===== config.mk =====
export PLATFORM = sky130hd
export DESIGN_NAME = tlv_motion_command_decoder
export DESIGN_NICKNAME = d
export VERILOG_FILES = /design/src/rtl/tmcd_pkg.sv /design/src/rtl/tlv_motion_command_decoder.sv /design/src/rtl/tmcd_parser.sv
export SDC_FILE = /design/constraint.sdc
export NUM_CORES = 1
export LEC_CHECK = 0
export CAP_MARGIN = 10
export CORE_AREA = 2 2 230 232
export DETAILED_ROUTE_END_ITERATION = 10
export DIE_AREA = 0 0 232 234
export DONT_BUFFER_PORTS = 1
export PLACE_DENSITY_LB_ADDON = 0.25
export SETUP_SLACK_MARGIN = 0.2
export SYNTH_ARGS = -nofsm -noshare
export SYNTH_HDL_FRONTEND = slang
export SYNTH_SLANG_ARGS = --single-unit

===== constraint.sdc =====
create_clock -name i_clk -period 16.75 [get_ports i_clk]
set_input_delay 2.5125 -clock i_clk [delete_from_list [all_inputs] [get_ports i_clk]]
set_output_delay 2.5125 -clock i_clk [all_outputs]
set_load 0.02 [all_outputs]

===== src/rtl/tmcd_pkg.sv =====
// shared types, codes and helpers of the tlv motion command decoder
// no dependencies; imported by tmcd_parser and tlv_motion_command_decoder
package tmcd_pkg;

    // stream widths
    localparam int unsigned IN_DATA_W  = 8;
    localparam int unsigned IN_USER_W  = 2;
    localparam int unsigned OUT_DATA_W = 120;   // 113 bits of fields, padded to bytes
    localparam int unsigned CFG_IDX_W  = 2;
    localparam int unsigned CFG_DATA_W = 32;
    localparam int unsigned LIMIT_W    = 31;
    localparam int unsigned TIMEOUT_W  = 16;
    localparam int unsigned TICK_W     = 17;

    // item kinds carried on tuser
    localparam logic [IN_USER_W-1:0] OP_BYTE      = 2'd0;
    localparam logic [IN_USER_W-1:0] OP_TICK      = 2'd1;
    localparam logic [IN_USER_W-1:0] OP_EMPTY_END = 2'd2;

    // register indexes
    typedef enum logic [CFG_IDX_W-1:0] {
        REG_LINEAR_LIMIT  = 2'd0,
        REG_ANGULAR_LIMIT = 2'd1,
        REG_LIFT_LIMIT    = 2'd2,
        REG_LINK_TIMEOUT  = 2'd3
    } t_reg_idx;

    // reset values of the registers
    localparam logic [LIMIT_W-1:0]   LINEAR_LIMIT_RST  = 31'd500;
    localparam logic [LIMIT_W-1:0]   ANGULAR_LIMIT_RST = 31'd400;
    localparam logic [LIMIT_W-1:0]   LIFT_LIMIT_RST    = 31'd250;
    localparam logic [TIMEOUT_W-1:0] LINK_TIMEOUT_RST  = 16'd2000;

    // record tags and value lengths
    localparam logic [7:0] TAG_LINEAR  = 8'd1;
    localparam logic [7:0] TAG_ANGULAR = 8'd2;
    localparam logic [7:0] TAG_LIFT    = 8'd3;
    localparam logic [7:0] TAG_MASK    = 8'd4;
    localparam logic [7:0] TAG_STATUS  = 8'd5;
    localparam logic [7:0] LEN_WORD    = 8'd4;
    localparam logic [7:0] LEN_HALF    = 8'd2;

    // found flag positions
    localparam int unsigned F_LINEAR  = 0;
    localparam int unsigned F_ANGULAR = 1;
    localparam int unsigned F_LIFT    = 2;
    localparam int unsigned F_MASK    = 3;
    localparam int unsigned F_STATUS  = 4;

    // values collected so far in the current frame
    typedef struct packed {
        logic [4:0]  found;
        logic [31:0] linear;
        logic [31:0] angular;
        logic [31:0] lift;
        logic [15:0] mask;
        logic [15:0] status;
    } t_pending;

    // symmetric clamp of a signed 32-bit value to [-lim, +lim]
    function automatic logic [31:0] clamp_sym(logic [31:0] x, logic [LIMIT_W-1:0] lim);
        logic signed [32:0] v;
        logic signed [32:0] hi;
        logic signed [32:0] lo;
        v  = {x[31], x};
        hi = {2'b00, lim};
        lo = -hi;
        if (v > hi) begin
            return hi[31:0];
        end else if (v < lo) begin
            return lo[31:0];
        end
        return x;
    endfunction

endpackage


===== src/rtl/tlv_motion_command_decoder.sv =====
// top level of the tlv motion command decoder: commit, clamp, link timer, output word
// depends on tmcd_pkg and tmcd_parser
//
// usage
//   slave stream: one word per item; tuser is the item kind (payload byte,
//   time tick, end of empty frame), tdata the payload byte, tlast marks the
//   final payload byte of a frame
//   master stream: one word per accepted item with the committed linear,
//   angular and lift commands, the status word and the link-alive flag;
//   tlast is high when that item ended a frame and committed it
//   config channel: write-only, index selects the limit or timeout register,
//   writes are taken every cycle and are meant to land while the block is idle
//   result: registered, appears in the cycle after the input word is accepted
//   throughput: one word per cycle while the master side takes its words;
//   each item is parsed, committed and clamped combinationally between the
//   input handshake and the result register
//   stall: a full result register blocks the slave side until the word is
//   taken; the slave is ready in the same cycle the master word leaves
//   reset: synchronous active low; clears the parser, the committed values,
//   the link timer and the result valid, and restores register defaults
module tlv_motion_command_decoder (
    input  logic                               i_clk,
    input  logic                               i_rst_n,
    // slave stream
    input  logic                               i_s_tvalid,
    output logic                               o_s_tready,
    input  logic [tmcd_pkg::IN_DATA_W-1:0]     i_s_tdata,   // [7:0] data_byte
    input  logic [tmcd_pkg::IN_USER_W-1:0]     i_s_tuser,   // [1:0] op
    input  logic                               i_s_tlast,   // last
    // master stream
    output logic                               o_m_tvalid,
    input  logic                               i_m_tready,
    // [31:0] linear_speed, [63:32] angular_speed, [95:64] lift_position,
    // [111:96] status bits, [112] link_alive, [119:113] zero
    output logic [tmcd_pkg::OUT_DATA_W-1:0]    o_m_tdata,
    output logic                               o_m_tlast,   // frame_done
    // config write channel
    input  logic                               i_cfg_valid,
    output logic                               o_cfg_ready,
    input  logic [tmcd_pkg::CFG_IDX_W-1:0]     i_cfg_index,
    input  logic [tmcd_pkg::CFG_DATA_W-1:0]    i_cfg_data
);
    import tmcd_pkg::*;

    localparam logic [TICK_W-1:0] TICK_MAX = '1;

    // configuration registers
    logic [LIMIT_W-1:0]   r_linear_limit;
    logic [LIMIT_W-1:0]   r_angular_limit;
    logic [LIMIT_W-1:0]   r_lift_limit;
    logic [TIMEOUT_W-1:0] r_link_timeout;

    // committed state
    logic [31:0]       r_held_linear, n_held_linear;
    logic [31:0]       r_held_angular, n_held_angular;
    logic [31:0]       r_held_lift, n_held_lift;
    logic [15:0]       r_held_status, n_held_status;
    logic              r_link_seen, n_link_seen;
    logic [TICK_W-1:0] r_ticks, n_ticks;

    // result register
    logic                  r_out_valid;
    logic [OUT_DATA_W-1:0] r_out_data, n_out_data;
    logic                  r_out_last;

    logic     accept;
    logic     byte_en;
    logic     tick;
    logic     frame_end;
    logic     alive;
    t_pending pend;

    // a word is taken whenever the result register is empty or drains now
    assign o_s_tready  = !r_out_valid || i_m_tready;
    assign accept      = i_s_tvalid && o_s_tready;
    assign byte_en     = accept && (i_s_tuser == OP_BYTE);
    assign tick        = accept && (i_s_tuser == OP_TICK);
    assign frame_end   = accept && (((i_s_tuser == OP_BYTE) && i_s_tlast) ||
                                    (i_s_tuser == OP_EMPTY_END));
    assign o_cfg_ready = 1'b1;

    tmcd_parser u_parser (
        .i_clk       (i_clk),
        .i_rst_n     (i_rst_n),
        .i_byte_en   (byte_en),
        .i_byte      (i_s_tdata),
        .i_frame_end (frame_end),
        .o_pend      (pend)
    );

    // commit at frame end, and the link timer
    always_comb begin
        n_held_linear  = r_held_linear;
        n_held_angular = r_held_angular;
        n_held_lift    = r_held_lift;
        n_held_status  = r_held_status;
        n_link_seen    = r_link_seen;
        n_ticks        = r_ticks;
        if (frame_end) begin
            if (pend.found[F_LINEAR]) begin
                n_held_linear = clamp_sym(pend.linear, r_linear_limit);
            end
            if (pend.found[F_ANGULAR]) begin
                n_held_angular = clamp_sym(pend.angular, r_angular_limit);
            end
            if (pend.found[F_LIFT]) begin
                n_held_lift = clamp_sym(pend.lift, r_lift_limit);
            end
            // masked status update needs both halves of the pair
            if (pend.found[F_MASK] && pend.found[F_STATUS]) begin
                n_held_status = (r_held_status & ~pend.mask) | (pend.status & pend.mask);
            end
            n_link_seen = 1'b1;
            n_ticks     = '0;
        end else if (tick && (r_ticks != TICK_MAX)) begin
            n_ticks = r_ticks + 1'b1;
        end
        alive      = n_link_seen && (n_ticks <= {1'b0, r_link_timeout});
        n_out_data = {7'd0, alive, n_held_status, n_held_lift, n_held_angular, n_held_linear};
    end

    always_ff @(posedge i_clk) begin
        if (!i_rst_n) begin
            r_held_linear  <= '0;
            r_held_angular <= '0;
            r_held_lift    <= '0;
            r_held_status  <= '0;
            r_link_seen    <= 1'b0;
            r_ticks        <= '0;
        end else begin
            r_held_linear  <= n_held_linear;
            r_held_angular <= n_held_angular;
            r_held_lift    <= n_held_lift;
            r_held_status  <= n_held_status;
            r_link_seen    <= n_link_seen;
            r_ticks        <= n_ticks;
        end
    end

    // register writes
    always_ff @(posedge i_clk) begin
        if (!i_rst_n) begin
            r_linear_limit  <= LINEAR_LIMIT_RST;
            r_angular_limit <= ANGULAR_LIMIT_RST;
            r_lift_limit    <= LIFT_LIMIT_RST;
            r_link_timeout  <= LINK_TIMEOUT_RST;
        end else if (i_cfg_valid && o_cfg_ready) begin
            unique case (t_reg_idx'(i_cfg_index))
                REG_LINEAR_LIMIT:  r_linear_limit  <= i_cfg_data[LIMIT_W-1:0];
                REG_ANGULAR_LIMIT: r_angular_limit <= i_cfg_data[LIMIT_W-1:0];
                REG_LIFT_LIMIT:    r_lift_limit    <= i_cfg_data[LIMIT_W-1:0];
                REG_LINK_TIMEOUT:  r_link_timeout  <= i_cfg_data[TIMEOUT_W-1:0];
                default: begin
                end
            endcase
        end
    end

    // result register: valid cleared by reset, word and frame flag load on accept
    always_ff @(posedge i_clk) begin
        if (!i_rst_n) begin
            r_out_valid <= 1'b0;
        end else if (accept) begin
            r_out_valid <= 1'b1;
        end else if (i_m_tready) begin
            r_out_valid <= 1'b0;
        end
    end

    always_ff @(posedge i_clk) begin
        if (accept) begin
            r_out_data <= n_out_data;
            r_out_last <= frame_end;
        end
    end

    assign o_m_tvalid = r_out_valid;
    assign o_m_tdata  = r_out_data;
    assign o_m_tlast  = r_out_last;

endmodule


===== src/rtl/tmcd_parser.sv =====
// tag-length-value record parser: assembles values and tracks found records
// depends on tmcd_pkg
module tmcd_parser (
    input  logic                  i_clk,
    input  logic                  i_rst_n,
    input  logic                  i_byte_en,
    input  logic [7:0]            i_byte,
    input  logic                  i_frame_end,
    output tmcd_pkg::t_pending    o_pend      // values including the current byte
);
    import tmcd_pkg::*;

    typedef enum logic [2:0] {
        PH_TAG = 3'b001,
        PH_LEN = 3'b010,
        PH_VAL = 3'b100
    } t_phase;

    t_phase      r_phase, n_phase;
    logic [7:0]  r_tag, n_tag;
    logic [7:0]  r_len, n_len;
    logic [7:0]  r_left, n_left;
    logic [31:0] r_shift, n_shift;
    t_pending    r_pend, n_pend;
    logic        finish;
    logic [7:0]  idx;

    always_comb begin
        n_phase = r_phase;
        n_tag   = r_tag;
        n_len   = r_len;
        n_left  = r_left;
        n_shift = r_shift;
        n_pend  = r_pend;
        finish  = 1'b0;
        idx     = r_len - r_left;
        if (i_byte_en) begin
            unique case (r_phase)
                PH_TAG: begin
                    n_tag   = i_byte;
                    n_phase = PH_LEN;
                end
                PH_LEN: begin
                    n_len   = i_byte;
                    n_left  = i_byte;
                    n_shift = '0;
                    if (i_byte == 8'd0) begin
                        finish = 1'b1;
                    end else begin
                        n_phase = PH_VAL;
                    end
                end
                PH_VAL: begin
                    // only the first four value bytes land in the word
                    if (idx[7:2] == 6'd0) begin
                        n_shift = r_shift | ({24'd0, i_byte} << {idx[1:0], 3'b000});
                    end
                    n_left = r_left - 8'd1;
                    if (n_left == 8'd0) begin
                        finish = 1'b1;
                    end
                end
                default: begin
                    n_phase = PH_TAG;
                end
            endcase
        end
        if (finish) begin
            n_phase = PH_TAG;
            if (n_tag == TAG_LINEAR && n_len == LEN_WORD) begin
                n_pend.linear           = n_shift;
                n_pend.found[F_LINEAR]  = 1'b1;
            end else if (n_tag == TAG_ANGULAR && n_len == LEN_WORD) begin
                n_pend.angular          = n_shift;
                n_pend.found[F_ANGULAR] = 1'b1;
            end else if (n_tag == TAG_LIFT && n_len == LEN_WORD) begin
                n_pend.lift             = n_shift;
                n_pend.found[F_LIFT]    = 1'b1;
            end else if (n_tag == TAG_MASK && n_len == LEN_HALF) begin
                n_pend.mask             = n_shift[15:0];
                n_pend.found[F_MASK]    = 1'b1;
            end else if (n_tag == TAG_STATUS && n_len == LEN_HALF) begin
                n_pend.status           = n_shift[15:0];
                n_pend.found[F_STATUS]  = 1'b1;
            end
        end
    end

    assign o_pend = n_pend;

    // phase and collected values, cleared at every frame end
    always_ff @(posedge i_clk) begin
        if (!i_rst_n) begin
            r_phase <= PH_TAG;
            r_pend  <= '0;
        end else if (i_frame_end) begin
            r_phase <= PH_TAG;
            r_pend  <= '0;
        end else begin
            r_phase <= n_phase;
            r_pend  <= n_pend;
        end
    end

    // record state, only read after it has been written in the same record
    always_ff @(posedge i_clk) begin
        r_tag   <= n_tag;
        r_len   <= n_len;
        r_left  <= n_left;
        r_shift <= n_shift;
    end

endmodule

==> flow_summary.toml, run 1 <==
[clocking]
cts_tree = "built"
clockRootBuffer = "clkbuf_16"
htreeDepth = 2
cts_hold_buf = 0
cts_buffers = 59
clk_latency_ns = 0.65
clkSlewWorstSetupHoldPaths_ns = 0.06
cts_setup_buffers = 0
clockBufferDepth = 3
postCtsResizedCells = 0
cts_sinks = 546

[logic_synthesis]
ys_ff_latch = 546
yosysWarningCount = 0
synth-seq-area-share_pct = 40.8
synth_area_um2 = 29800
synth_edf_count = 122
synth_cell_type_count = 94
syn_area_per_cell_um2 = 8.59
syn_inst = 3467
ys_async_sr_fraction_pct = 0
synth_ff_type = "dfxtp_1"

[pwr]
swShare_pct = 23.9
cellPowerDensity_nw_per_um2 = 91.2
vdd_drop_max_mv = 0.0784
power.leakage_nw = 13.3
p_sw_mw = 0.705
clockPowerShare_pct = 47.3
power_frac_seq_pct = 47.9
p_comb_share_pct = 4.8
p_int_mw = 2.25
finalPower_mw = 2.95

[sta]
layout_min_cycle_time_ns = 9.64
slew_viol_final = 0
whs_ns = 0.459
finalCritPeriodShare_pct = 57.5
slew_headroom_pct = 14.9
report.final.hold_viol_count = 0
setup_violations = 0
worstMarginPinSlew_ns = 1.26
rsz0062_at_grt = "false"
fin_tns_setup_ns = 0
fmax_mhz = 104
skew_ns = 0.0323

[route]
routed_wl_um = 99500
drt_iter0_markers = 2112
viasPerCell = 6.31
vias = 26100
drtPass1Iterations = 8
ant_nets = 0
drcViolationCount = 0
drt-wirelength-per-cell_um = 24.1

[die]
fp.dieH_um = 234
rows = 84
die_w_um = 232
core_region_area_um2 = 52000
start_util_pct = 57.3
num_io_pins = 174
floorplan.die_area_um2 = 54300

[global_route]
grt.total_usage_pct = 36.2
grt_max_degree = 87
grt_pass1_wl_um = 149000
grt_overflow = 0
grt_pass1_vias = 24800
antenna_found_initial = 2

[worst_setup_path]
startpoint = "i_m_tready"
cp-endpoint = "o_m_tdata[29]$_DFFE_PP_"
end_kind = "register"
start_kind = "input pin"
worstPathArrival_ns = 10.09
rr_startpoint = "u_parser.r_phase[1]$_SDFFE_PP0P_"
path_max_fanout = 37
setup.worst_path.class = "in2reg"
timing.rr.end = "o_m_tdata[29]$_DFFE_PP_"
r2r_setup_slack_ns = 8.47
worstPathRequired_ns = 17.20
ff2ff_path_depth = 17

[placed_design]
gp_congestion = 0.965
io_buffers = 0
dpl.hpwl_um = 73100
postPlaceCellArea_um2 = 30300

[cells_and_area]
layout-drive-gt1-share_pct = 7.48
area_growth_pct = 8.72
fin_nets = 3655
final_cell_mix = "515 x nand2_1, 424 x dfxtp_1, 283 x a21oi_1, 219 x ha_1, 204 x nor2_1"
final_util_pct = 62.2
fin_area_um2 = 32400
final_common_cell = "nand2_1"

[min_path]
hold_class = "reg2reg"

[outcome]
run_status = "complete, no violations"

[run]
max_cap_violations = 0
-- power groups by stage --
| stage | Clock, mW | Sequential (mW) | Combinational (mW) |
|---|---|---|---|
| 2_1_floorplan | 0 | 1.43 | 0.111 |
| 3_3_place_gp | 0 | 1.44 | 0.136 |
| 5_1_grt | 1.46 | 1.42 | 0.157 |
| 3_5_place_dp | 0 | 1.44 | 0.139 |
| 4_1_cts | 1.41 | 1.42 | 0.141 |
| 6_report | 1.40 | 1.42 | 0.143 |
-- layout make-up --
cell class	count	area (um2)
fill	4545	19600
multi-input combinational	2564	16300
clock inverter	38	483
sequential	546	12200
clock buffer	74	1590
inverter	168	636
tap	688	861
timing repair buffer	46	345
antenna	2	5.00
-- layer usage --
layer | vias up | share of wire [%] | global-route usage [%]
li1 | 12200 | - | -
met4 | 2 | 5.1 | 17.6
met5 | - | 0.013 | 0
met1 | 12500 | 42 | 47.0
met3 | 235 | 8.3 | 7.66
met2 | 1082 | 45 | 57.3
-- synth_stat cells (16+ instances only) --
cell type / number / area [um2]
nand2_1: 516 / 1940
dfxtp_1: 424 / 8490
a21oi_1: 283 / 1420
ha_1: 219 / 2740
nor2_1: 208 / 781
nand3_1: 179 / 896
inv_1: 165 / 619
clkbuf_1: 151 / 567
edfxtp_1: 122 / 3660
o21ai_0: 115 / 576
xnor2_1: 87 / 762
nor2b_1: 84 / 526
o211ai_1: 72 / 541
a31oi_1: 64 / 400
and2_1: 62 / 388
nor3_1: 60 / 300
nand4_1: 56 / 350
mux2_2: 53 / 597
nor4_1: 44 / 275
a211oi_1: 41 / 308
a21o_1: 40 / 300
nand2b_1: 32 / 200
mux2i_1: 28 / 280
or2_2: 23 / 144
buf_2: 22 / 110
or3_1: 21 / 131
and3_1: 18 / 113
xor2_1: 17 / 149
and4_1: 16 / 140
-- state kept, by name (all words and copies together) (netlist names) --
| signal | count |
|---|---|
| u_parser.r_tag | 8 |
| o_m_tlast | 1 |
| u_parser.r_pend | 133 |
| o_m_tdata | 113 |
| r_ticks | 17 |
| r_held_angular | 32 |
| r_lift_limit | 31 |
| u_parser.r_left | 8 |
| u_parser.r_phase | 3 |
| r_held_status | 16 |
| r_linear_limit | 31 |
| r_link_seen | 1 |
| r_angular_limit | 31 |
| r_held_linear | 32 |
| r_link_timeout | 16 |
| u_parser.r_shift | 32 |
| o_m_tvalid | 1 |
| r_held_lift | 32 |
| u_parser.r_len | 8 |
-- through the flow --
step,setup WS (ns),std cells
2_1_floorplan,8.97,3473
3_3_place_gp,6.96,4012
3_5_place_dp,6.77,4012
4_1_cts,7.41,4124
5_1_grt,6.81,4124
6_report,7.11,4126
-- worst max-delay path, cell delays in order --
cell,delay (ns)
nand2b_1,0.39
nand4_1,0.82
buf_4,0.53
mux2i_1,0.27
and4b_1,0.41
a21boi_2,0.97
o21ai_0,0.66
nand2_1,0.27
ha_1,0.17
nand4_1,0.13
nor4_1,0.41
o31a_1,0.27
o221a_2,0.21
o21a_1,0.17
nand3_2,0.78
nor2_1,0.72
a221o_1,0.37
-- cell families after synthesis --
family,after synthesis,synth area share (%)
buffers and inverters,363,4.87
AO/OA/AOI/OAI,774,16.5
multiplexers,91,3.32
XOR/XNOR,104,3.06
AND/OR/NAND/NOR,1367,22.2
other,2,0.0252
adder cells (fa/ha/maj),220,9.27
flip-flops,546,40.8
-- worst min-delay path by stage --
stage / start / end / slack [ns] / depth (start not counted)
floorplan: r_linear_limit[16]$_SDFFE_PN0P_ / r_linear_limit[16]$_SDFFE_PN0P_ / 0.44 / 2
global route: r_link_timeout[5]$_SDFFE_PN0P_ / r_link_timeout[5]$_SDFFE_PN0P_ / 0.49 / 2
finish: u_parser.r_pend[65]$_SDFF_PP0_ / u_parser.r_pend[65]$_SDFF_PP0_ / 0.46 / 2
CTS: r_link_timeout[5]$_SDFFE_PN0P_ / r_link_timeout[5]$_SDFFE_PN0P_ / 0.46 / 2
global placement: r_link_timeout[13]$_SDFFE_PN0P_ / r_link_timeout[13]$_SDFFE_PN0P_ / 0.45 / 2
detailed placement: r_link_timeout[5]$_SDFFE_PN0P_ / r_link_timeout[5]$_SDFFE_PN0P_ / 0.45 / 2
Note: power is estimated with default switching activity, not from simulation.
==> run 2, diff against run 1 <==
==> constraint.sdc (replaced) <==
create_clock -name i_clk -period 9.3 [get_ports i_clk]
set_input_delay 1.395 -clock i_clk [delete_from_list [all_inputs] [get_ports i_clk]]
set_output_delay 1.395 -clock i_clk [all_outputs]
set_load 0.02 [all_outputs]
==> flow_summary.toml, run 2 (synthesis results as in run 1) <==
[outcome]
run_status = "complete, no violations"

[sta]
setup_violations = 0
layout_min_cycle_time_ns = 7.34
finalCritPeriodShare_pct = 78.9
fmax_mhz = 136
skew_ns = 0.0150
whs_ns = 0.453
rsz0062_at_grt = "false"
slew_viol_final = 0
report.final.hold_viol_count = 0
fin_tns_setup_ns = 0
worstMarginPinSlew_ns = 1.19
setup_slack_ns = 1.96
slew_headroom_pct = 20.3

[placed_design]
pre_cts_ws_ns = 1.41
io_buffers = 0
dpl.hpwl_um = 73600
postPlaceCellArea_um2 = 30400
gp_congestion = 0.962

[clocking]
cts_setup_buffers = 0
clockBufferDepth = 3
postCtsResizedCells = 0
htreeDepth = 2
clkSlewWorstSetupHoldPaths_ns = 0.06
clk_latency_ns = 0.65
cts_sinks = 546
cts_hold_buf = 0
cts_buffers = 58
cts_tree = "built"
clockRootBuffer = "clkbuf_16"

[route]
drcViolationCount = 0
drt-wirelength-per-cell_um = 24.2
ant_nets = 0
drtPass1Iterations = 5
vias = 26200
drt_iter0_markers = 2342
viasPerCell = 6.33
routed_wl_um = 100000

[pwr]
p_int_mw = 3.87
clockPowerShare_pct = 45.4
p_sw_mw = 1.28
power_frac_seq_pct = 49.6
finalPower_mw = 5.14
power.leakage_nw = 13.3
cellPowerDensity_nw_per_um2 = 159
p_comb_share_pct = 5.0
swShare_pct = 24.8
vdd_drop_max_mv = 0.142

[worst_setup_path]
start_kind = "input pin"
worstPathRequired_ns = 9.78
end_kind = "register"
worstPathArrival_ns = 7.82
path_max_fanout = 16
setup.worst_path.class = "in2reg"

[run]
max_cap_violations = 0

[cells_and_area]
fillCellCount = 4547
layout-drive-gt1-share_pct = 7.60
fin_nets = 3667
fin_area_um2 = 32300
top_register = "u_parser.r_pend"
final_cell_mix = "515 x nand2_1, 424 x dfxtp_1, 283 x a21oi_1, 219 x ha_1, 204 x nor2_1"
area_growth_pct = 8.46
final_common_cell = "nand2_1"
largest_reg_flops = 133

[global_route]
grt_pass1_wl_um = 149000
antenna_found_initial = 8
grt_max_degree = 86
grt.total_usage_pct = 36.3
grt_pass1_vias = 24800
grt_overflow = 0

[die]
num_io_pins = 174
floorplan.die_area_um2 = 54300
core_region_area_um2 = 52000
start_util_pct = 57.3
die_w_um = 232
fp.dieH_um = 234
rows = 84

[min_path]
hold_class = "reg2reg"
[run 2: changes by cell type in the layout (fill, tap and decap cells not counted), moves of 2 or more]
cell and delta:
buf_4 +12, bufinv_16 -6, clkbuf_1 +5, clkinv_2 +4
clkinv_4 -4, clkinvlp_4 -2, inv_16 +2
[run 2: critical path: stages]
cell	delay, ns
nand2b_1	0.36
nand3_1	0.59
mux2_2	0.45
nand4_1	0.25
nor3_2	0.74
o21ai_0	0.52
nand2_1	0.26
ha_1	0.19
nand4_1	0.13
nor4_1	0.45
nand2_1	0.20
a21oi_1	0.16
nor4b_1	0.07
or3_1	0.43
nor3_2	0.90
buf_4	0.40
nand3_1	0.13
nand3_1	0.20
[run 2: power by group through the flow]
stage	combinational, mW	sequential (mW)	clock, mW
2_1_floorplan	0.200	2.58	0
3_3_place_gp	0.247	2.60	0
3_5_place_dp	0.253	2.60	0
4_1_cts	0.255	2.55	2.36
5_1_grt	0.286	2.55	2.45
6_report	0.259	2.55	2.34
[run 2: worst paths after layout]
path / slack (ns) / start / cells past startpoint / endpoint
max reg2reg: 2.27 / u_parser.r_left[1]$_DFFE_PP_ / 18 / o_m_tdata[52]$_DFFE_PP_
min reg2reg: 0.45 / r_link_timeout[3]$_SDFFE_PN0P_ / 2 / r_link_timeout[3]$_SDFFE_PN0P_
max: 1.96 / i_m_tready / 18 / o_m_tdata[52]$_DFFE_PP_
min: 0.45 / r_link_timeout[3]$_SDFFE_PN0P_ / 2 / r_link_timeout[3]$_SDFFE_PN0P_
[run 2: per-layer routing]
metal,wire length (um),GRT usage (%)
met5,33,0
met4,4240,14.8
met3,8500,6.89
met2,45200,58.9
met1,42100,47.7
[run 2: cell type report]
cell class | instances | area [um2] | area share (%)
tap | 688 | 861 | 2.66
antenna | 3 | 7.51 | 0.0232
inverter | 168 | 636 | 1.97
multi-input combinational | 2564 | 16300 | 50.5
timing repair buffer | 59 | 455 | 1.41
clock buffer | 77 | 1570 | 4.87
sequential | 546 | 12200 | 37.6
clock inverter | 33 | 319 | 0.988
[run 2: through the flow]
step,utilization [%],cells
global route,62.1,4135
CTS,62.1,4135
detailed placement,58.4,4025
global placement,58.4,4025
finish,62.1,4138
floorplan,-,3473
